`config.mk`:
```
export PLATFORM = sky130hd
export DESIGN_NAME = tmq_ram
export DESIGN_NICKNAME = d
export VERILOG_FILES = /design/src/design/tmq_ram.sv
export SDC_FILE = /design/constraint.sdc
export NUM_CORES = 1
export LEC_CHECK = 0
export BUFFER_PORTS_ARGS = -buffer_cell sky130_fd_sc_hd__buf_2
export CORE_UTILIZATION = 35
export DETAILED_ROUTE_END_ITERATION = 7
export SETUP_SLACK_MARGIN = 0.3
export SLEW_MARGIN = 20
export SYNTH_ARGS = -nofsm -noshare
export SYNTH_HDL_FRONTEND = slang
export SYNTH_SLANG_ARGS = --single-unit
```
`constraint.sdc`:
```
create_clock -name clk -period 3.2 [get_ports clk]
set_clock_uncertainty 0.15 [all_clocks]
set_input_delay 0.64 -clock clk [delete_from_list [all_inputs] [get_ports clk]]
set_output_delay 0.64 -clock clk [all_outputs]
set_load 0.03 [all_outputs]
```
`src/design/tmq_ram.sv`:
```
//------------------------------------------------------------------------------
// tmq_ram
// Generic single-port-write, one-read synchronous RAM with registered read data.
//------------------------------------------------------------------------------
`default_nettype none
module tmq_ram #(
  parameter int W = 8,
  parameter int D = 16,
  parameter int AW = (D > 1) ? $clog2(D) : 1
) (
  input  wire logic          clk,
  input  wire logic          we,
  input  wire logic [AW-1:0] waddr,
  input  wire logic [W-1:0]  wdata,
  input  wire logic [AW-1:0] raddr,
  output logic      [W-1:0]  rdata
);
  logic [W-1:0] mem [D];
  always_ff @(posedge clk) begin
    if (we) mem[waddr] <= wdata;
    rdata <= mem[raddr];
  end
endmodule
`default_nettype wire

```
==> out/metrics.yaml, run 1 <==
status: "complete, no violations"
final-max-slew-violation-count: 0
antenna_found_initial: 0
yosysTopAreaCell: "edfxtp_1"
avgSynthCellArea_um2: 22.5
reg2reg_from: "mem[5][2]$_DFFE_PP_"
worstSkewPairLatency_ns: 0.41
drive_gt1_share_pct: 31.5
path_max_fanout: 20
clock.fmax_mhz: 457
first_pass_iters: 4
layout_min_cycle_time_ns: 2.19
ctsHoldBuffers: 0
crit_arrival_ns: 2.31
syn_area_mm2: 0.00515
wl_per_cell_um: 21.7
synthesis.nets: 247
cp-end-kind: "flip-flop"
die_h_um: 123
ant_nets: 0
finalSetupViolations: 0
fin_tns_setup_ns: 0
tightest_slew_ns: 0.816
overflow: 0
crit_start: "raddr[0]"
fin_area_mm2: 0.00613
synthTopCellsByArea: "edfxtp_1, mux4_2, mux4_1"
min_period_over_period_pct: 68.3
numCtsBuffers: 17
n_fill_cell: 1221
core_area_mm2: 0.0141
via_count: 2421
cts_tree: "done"
min_path_type: "input pin to flip-flop"
io_pins: 26
ys_seq_area_share_pct: 77.8
postCtsSetupBuffers: 0
vdd_drop_max_v: 0.000443
fin_nets: 297
hold_viol_final: 0
clockRootBuffer: "clkbuf_16"
power_frac_clock_pct: 46.1
initial_utilization_pct: 36.5
grt_max_degree: 28
clock_path_buffers: 2
power_leakage_uw: 0.00207
synth_warnings: 0
crit_required_ns: 3.32
cap_viol_max_count: 0
cts.sinks: 136
place_hpwl_um: 6440
p_sw_uw: 928
diodes: 0
yosysUniqueCellTypes: 19
worstHoldEndpoint: "mem[15][5]$_DFFE_PP_"
synth_top_area_share_pct: 74.7
intPower_uw: 3170
die_x_um: 123
postPlaceCellArea_mm2: 0.00554
power_density_mw_per_mm2: 669
p_seq_share_pct: 48.8
reg2reg_depth: 3
place_congestion: 0.721
post_cts_resized: 0
critPathLaunchType: "input pin"
critPathKind: "input pin to flip-flop"
htree_levels: 4
wirelength_um: 10300
holdPathStages: 1
r2r-end: "rdata[2]$_DFF_P_"
grt_pass1_wl_um: 15400
cts.reportedPaths.clkPinSlew_ns: 0.06
syn2layout_area_growth_pct: 19.0
die_area_mm2: 0.0152
switching_share_pct: 22.6
grt_pass1_vias: 2525
hp-start: "wdata[5]"
drt_iter0_markers: 146
rsz0062_at_grt: "false"
relSlewSlack_pct: 45.4
rows: 43
reg2reg_slack_ns: 1.60
via_per_inst: 5.13
drc_errors: 0
grt_use_total_pct: 15.1
power_frac_comb_pct: 5.0
io_buffer_count: 25
syn_inst: 229
synth-seq-cells: 136
-- worst max-delay path by stage --
stage,cells after the start,slack [ns],to
after floorplan,2,0.92,mem[0][0]$_DFFE_PP_
after global placement,5,0.55,rdata[4]$_DFF_P_
after detailed placement,5,0.55,rdata[4]$_DFF_P_
after CTS,5,0.98,rdata[4]$_DFF_P_
after global routing,5,0.91,rdata[4]$_DFF_P_
final,5,1.01,rdata[4]$_DFF_P_
-- worst max-delay path, cell delays in order --
cell     delay, ns
buf_2         0.39
buf_12        0.27
mux4_1        0.58
a22oi_1       0.27
nand2_1       0.15
-- power by group through the flow --
stage | Clock (µW) | Combinational (µW) | Sequential, µW
2_1_floorplan | 0 | 101 | 2060
3_3_place_gp | 0 | 205 | 2040
3_5_place_dp | 0 | 209 | 2040
4_1_cts | 1930 | 210 | 2000
5_1_grt | 2000 | 224 | 2010
6_report | 1890 | 206 | 2000
-- cells by family after synthesis --
kind of cell / synth area share, %
compound gates: 2.33
buf+inv: 1.68
flops: 77.8
mux: 15.0
simple gates: 3.18
-- cells in the mapped netlist --
library cell	number
a22oi_1	16
and2_1	1
and2b_1	1
buf_2	3
buf_4	1
buf_6	3
clkdlybuf4s25_2	3
dfxtp_1	8
edfxtp_1	128
mux4_1	14
mux4_2	18
nand2_1	9
nand2b_1	2
nand3_1	1
nand3b_1	2
nor2_1	13
nor2b_1	1
nor3_1	4
or3b_2	1
-- area by class of cell --
| cell class | count | area (µm²) | share of cell area, % |
|---|---|---|---|
| Sequential cell | 136 | 4000 | 65.3 |
| Multi-Input combinational cell | 83 | 1060 | 17.3 |
| Clock buffer | 17 | 425 | 6.94 |
| Timing Repair Buffer | 41 | 258 | 4.21 |
| Tap cell | 180 | 225 | 3.68 |
| Clock inverter | 15 | 158 | 2.57 |
-- layout by cell type, fill, tap and decap left out, types with 8 or more instances in the layout --
cell type  count
buf_4         15
nand2_1        9
edfxtp_1     128
dfxtp_1        8
buf_2         25
nor2_1        13
mux4_2        18
mux4_1        14
a22oi_1       16
clkbuf_16     17
-- stage by stage --
step | power [µW] | std cells | hold WS (ns) | worst slack [ns] | utilization [%]
final | 4100 | 472 | 0.465 | 1.01 | 43.5
after global routing | 4230 | 472 | 0.470 | 0.906 | 43.5
after CTS | 4140 | 472 | 0.453 | 0.982 | 43.5
after detailed placement | 2250 | 440 | 0.505 | 0.553 | 39.3
after global placement | 2240 | 440 | 0.505 | 0.555 | 39.3
after floorplan | 2160 | 229 | 0.479 | 0.917 | -
-- layer usage --
metal	vias to the layer above	global-route usage, %	wire [µm]
met3	7	4.29	505
met5	-	0	0
met4	0	4.07	57
li1	1079	-	-
met2	62	22.7	4820
met1	1273	21.5	4880
-- state kept, by name (all words and copies together), names as in the netlist --
name	flops
mem	128
rdata	8
(Power assumes the default switching activity.)
==> run 2, diff against run 1 <==
- clock period: 3.2 -> 2.13 ns (I/O delays scaled with it)
==> run 2 against run 1 <==
Net effect:
- combinational power grew 56%
- sequential share of layout area down 1.2 points
- worst setup slack worse by 0.54 ns
- cell count rose by 1.5%
- design area rose by 1.9%
- hold slack lost 0.21 ns
- register-to-register slack lost 1.0 ns
- clock-buffer cell count is the same
- critical path depth unchanged
==> out/metrics.yaml, run 2 (synthesis results as in run 1) <==
seq_area_mm2: 0.00400  # unchanged
wl_per_cell_um: 21.0  # -3.2%
ant_nets: 0  # unchanged
place_hpwl_um: 6480  # +0.76%
whs_ns: 0.255  # -0.211 ns
drive_gt1_share_pct: 33.1  # +1.6 points
status: "complete, no violations"
vdd_drop_max_v: 0.000552  # +24%
antenna_found_initial: 0  # unchanged
hold_viol_final: 0  # unchanged
cp-end-kind: "flip-flop"
die_x_um: 123  # unchanged
io_buffer_count: 25  # unchanged
overflow: 0  # unchanged
fin_nets: 304  # +2.4%
regMostFlops: "mem"
grt_pass1_wl_um: 15400  # -0.49%
largest_reg_flops: 128  # unchanged
tightest_slew_ns: 0.375  # -0.441 ns
clockRootBuffer: "clkbuf_16"
io_pins: 26  # unchanged
cap_viol_max_count: 0  # unchanged
power_leakage_uw: 0.00211  # +2.1%
power_density_mw_per_mm2: 1020  # +53%
via_per_inst: 5.01  # -2.4%
ctsHoldBuffers: 0  # unchanged
drc_errors: 0  # unchanged
syn2layout_area_growth_pct: 21.2
critPathLaunchType: "input pin"
grt_use_total_pct: 15.0  # -0.11 points
htree_levels: 4  # unchanged
rsz0062_at_grt: "false"
layout_min_cycle_time_ns: 1.65
wirelength_um: 10100  # -1.8%
path_max_fanout: 7  # -65%
numCtsBuffers: 17  # unchanged
grt_pass1_vias: 2538  # +0.51%
crit_required_ns: 2.26  # -1.06 ns
via_count: 2398  # -0.95%
min_period_over_period_pct: 77.6
clock.fmax_mhz: 605
multi_input_area_mm2: 0.00106  # +0.47%
crit_arrival_ns: 1.78  # -0.53 ns
layout_common_cells: "edfxtp_1, buf_2, buf_4"
postCtsSetupBuffers: 0  # unchanged
critPathKind: "input pin to flip-flop"
die_area_mm2: 0.0152  # unchanged
mostFrequentLayoutCell: "edfxtp_1"
initial_utilization_pct: 36.5  # unchanged
finalSetupViolations: 0  # unchanged
core_area_mm2: 0.0141  # unchanged
place_congestion: 0.723  # +0.33%
diodes: 0  # unchanged
worstSkewPairLatency_ns: 0.40  # about the same
fin_tns_setup_ns: 0  # unchanged
post_cts_resized: 0  # unchanged
rows: 43  # unchanged
top_regs: "mem (128), rdata (8)"
cts.sinks: 136  # unchanged
first_pass_iters: 4  # unchanged
die_h_um: 123  # unchanged
n_fill_cell: 1226  # +0.41%
final-max-slew-violation-count: 0  # unchanged
relSlewSlack_pct: 75.0  # +30 points
clock_path_buffers: 2  # unchanged
cts.reportedPaths.clkPinSlew_ns: 0.06  # about the same
drt_iter0_markers: 181  # +24%
grt_max_degree: 33  # +18%
min_path_type: "input pin to flip-flop"
cts_tree: "done"
-- run 2: changes by cell type in the layout (fill, tap and decap cells not counted) --
cell | before | now
buf_12 | 1 | 2
nor3_2 | 0 | 1
clkinv_1 | 0 | 1
nor3_1 | 4 | 3
clkinvlp_4 | 1 | 5
inv_8 | 4 | 0
bufinv_16 | 1 | 4
inv_6 | 6 | 2
buf_4 | 15 | 21
-- run 2: path summary, 6_finish.rpt --
kind / slack (ns) / cells past startpoint / endpoint / start
hold reg to reg: 0.53 / 3 / rdata[3]$_DFF_P_ / mem[4][3]$_DFFE_PP_
hold / removal: 0.25 / 1 / mem[1][4]$_DFFE_PP_ / wdata[4]
setup reg to reg: 0.56 / 3 / rdata[0]$_DFF_P_ / mem[2][0]$_DFFE_PP_
setup / recovery: 0.48 / 5 / rdata[0]$_DFF_P_ / raddr[0]
-- run 2: final cells by class --
cell class,instances,share of cell area [%]
flip-flops and latches,136,64.2
well taps,180,3.61
multi-input cells,83,17.0
clock inverters,15,3.23
repair buffers,48,5.17
clock buffers,17,6.82
-- run 2: through the flow --
stage          instances  utilization [%]  setup WS (ns)  area, µm²  total power (µW)
2_1_floorplan        229                -          0.288       5150              3250
3_3_place_gp         447             39.8         0.0542       5610              3380
3_5_place_dp         447             39.8         0.0622       5610              3390
4_1_cts              479             44.3          0.494       6240              6430
5_1_grt              479             44.3          0.437       6240              6570
6_report             479             44.3          0.478       6240              6370
-- run 2: where the power goes --
group | internal [µW] | total (µW) | switching, µW | leakage (µW)
logic | 126 | 321 | 195 | 0.000601
registers | 2990 | 3010 | 17.0 | 0.00122
clock network | 1960 | 3040 | 1080 | 0.000290
-- run 2: worst max-delay path, stage by stage --
cell and delay [ns]:
buf_2 0.14, buf_4 0.20, mux4_1 0.58, a22oi_1 0.32
nand2_1 0.11
-- run 2: per-layer routing --
metal,track usage (%),wire (µm),share of wire [%]
met4,4.14,68,0.67
met1,20.2,4570,45
met5,0,0,0
met2,22.4,4790,47
met3,6.00,648,6.4
==> run 3, diff against run 2 <==
- clock period: 2.13 -> 1.5 ns (I/O delays scaled with it)
==> run 3 against run 2 <==
Net effect:
- wire length up 1.0%
- critical path type is now flip-flop to flip-flop
- register-to-register slack worse by 0.53 ns
- sequential power up 43%
==> out/metrics.yaml, run 3 (synthesis results as in run 1) <==
status: "complete, no violations"
n_fill_cell: 1148  # -6.4%
top_usage_layer: "met2"
critPathLaunchType: "flip-flop"
clock_path_buffers: 2  # unchanged
io_buffer_count: 25  # unchanged
rows: 43  # unchanged
use_met3_pct: 2.91  # -3.1 points
antenna_found_initial: 0  # unchanged
htree_levels: 4  # unchanged
layout_common_cells: "edfxtp_1, mux4_2, buf_4"
cts.sinks: 136  # unchanged
initial_utilization_pct: 36.5  # unchanged
first_pass_iters: 4  # unchanged
place_hpwl_um: 6520  # +0.61%
reg2reg_depth: 3  # unchanged
r2r-end: "rdata[5]$_DFF_P_"
crit_buf_inv: 0  # -2
crit_required_ns: 1.62  # -0.64 ns
place_ws_ns: -0.375  # -0.437 ns
diodes: 0  # unchanged
min_path_type: "input pin to flip-flop"
fin_ws_ns: 0.0326  # -0.445 ns
fin_nets: 330  # +8.6%
die_area_mm2: 0.0152  # unchanged
tightest_slew_ns: 0.947  # +0.572 ns
io_pins: 26  # unchanged
postPlaceCellArea_mm2: 0.00606  # +7.9%
drt_iter0_markers: 229  # +27%
cp_slowest_cell: "mux4_2"
final-max-slew-violation-count: 0  # unchanged
reg2reg_slack_ns: 0.03  # -0.53 ns
overflow: 0  # unchanged
rsz0062_at_grt: "true"
path_depth: 3  # -2
clockRootBuffer: "clkbuf_16"
ant_nets: 0  # unchanged
cts.reportedPaths.clkPinSlew_ns: 0.05  # about the same
top_regs: "mem (128), rdata (8)"
seq_area_mm2: 0.00402  # +0.28%
fin_area_mm2: 0.00683  # +9.4%
slowest_delay_ns: 0.49  # -0.09 ns
via_count: 2546  # +6.2%
drive_gt1_share_pct: 52.0  # +19 points
clock.fmax_mhz: 681
drc_errors: 0  # unchanged
path_max_fanout: 1  # -6
crit_chain: "mux4_2 -> a22oi_1 -> nand2_1"
crit_start: "mem[11][5]$_DFFE_PP_"
cp-end-kind: "flip-flop"
cpLargestDelayFamily: "multiplexers"
largest_reg_flops: 128  # unchanged
vdd_drop_max_v: 0.000744  # +35%
grt_use_total_pct: 14.8  # -0.20 points
layout_min_cycle_time_ns: 1.47
min_period_over_period_pct: 97.8
syn2layout_area_growth_pct: 32.7
reg2reg_from: "mem[11][5]$_DFFE_PP_"
multi_input_area_mm2: 0.00120  # +13%
power_density_mw_per_mm2: 1310  # +28%
via_per_inst: 5.04  # +0.71%
crit_arrival_ns: 1.59  # -0.19 ns
wirelength_um: 10200  # +1.0%
whs_ns: 0.130  # -0.124 ns
die_x_um: 123  # unchanged
wl_per_cell_um: 20.2  # -4.2%
die_h_um: 123  # unchanged
grt_use_met1_pct: 20.0  # -0.29 points
core_area_mm2: 0.0141  # unchanged
hold_viol_final: 0  # unchanged
grt_max_degree: 18  # -45%
numCtsBuffers: 17  # unchanged
worstSkewPairLatency_ns: 0.40  # about the same
grt_pass1_vias: 2658  # +4.7%
power_leakage_uw: 0.00229  # +8.3%
mostFrequentLayoutCell: "edfxtp_1"
finalSetupViolations: 0  # unchanged
grt_pass1_wl_um: 15400  # about the same
cts_tree: "done"
endpoint: "rdata[5]$_DFF_P_"
cap_viol_max_count: 0  # unchanged
regMostFlops: "mem"
use_met2_pct: 22.9  # +0.52 points
critPathKind: "flip-flop to flip-flop"
place_congestion: 0.729  # +0.79%
relSlewSlack_pct: 36.7  # -38 points
final_util_pct: 48.5  # +4.2 points
-- run 3: cell type report --
cell class / count / share of cell area [%]
clock buffer: 21 / 6.59
clock inverter: 11 / 1.89
multi-input combinational: 83 / 17.5
sequential: 136 / 58.8
tap: 180 / 3.30
timing repair buffer: 74 / 11.9
-- run 3: worst min path at each step --
stage,start,endpoint,slack [ns],depth (start not counted)
global route,wdata[6],mem[14][6]$_DFFE_PP_,0.13,1
detailed placement,mem[14][6]$_DFFE_PP_,rdata[6]$_DFF_P_,0.52,3
CTS,wdata[5],mem[5][5]$_DFFE_PP_,0.12,1
floorplan,wdata[0],mem[0][0]$_DFFE_PP_,0.25,0
global placement,mem[15][3]$_DFFE_PP_,rdata[3]$_DFF_P_,0.50,3
finish,wdata[2],mem[1][2]$_DFFE_PP_,0.13,1
-- run 3: power breakdown --
group          internal, µW  switching (µW)
logic                   307             319
registers              4260            32.2
clock network          2630            1390
total                  7190            1750
-- run 3: metrics by stage --
step	cells	total power, µW	TNS (ns)
floorplan	229	4650	-0.500
global placement	466	4910	-11.78
detailed placement	466	4920	-12.54
CTS	499	8990	0
global route	505	9200	-0.000678
finish	505	8930	0
-- run 3: repair_timing --
item                       in CTS  in global routing
gates cloned                    0                  0
pin swaps                       3                  8
hold buffers                    0                  0
setup buffers                   1                  6
resized for setup              30                 12
setup endpoints to repair      32                 48
-- run 3: routing by layer --
| metal | share of wire, % | wire length (µm) |
|---|---|---|
| met1 | 45 | 4550 |
| met3 | 3.9 | 397 |
| met4 | 2.3 | 231 |
| met2 | 49 | 5000 |
| met5 | 0 | 0 |
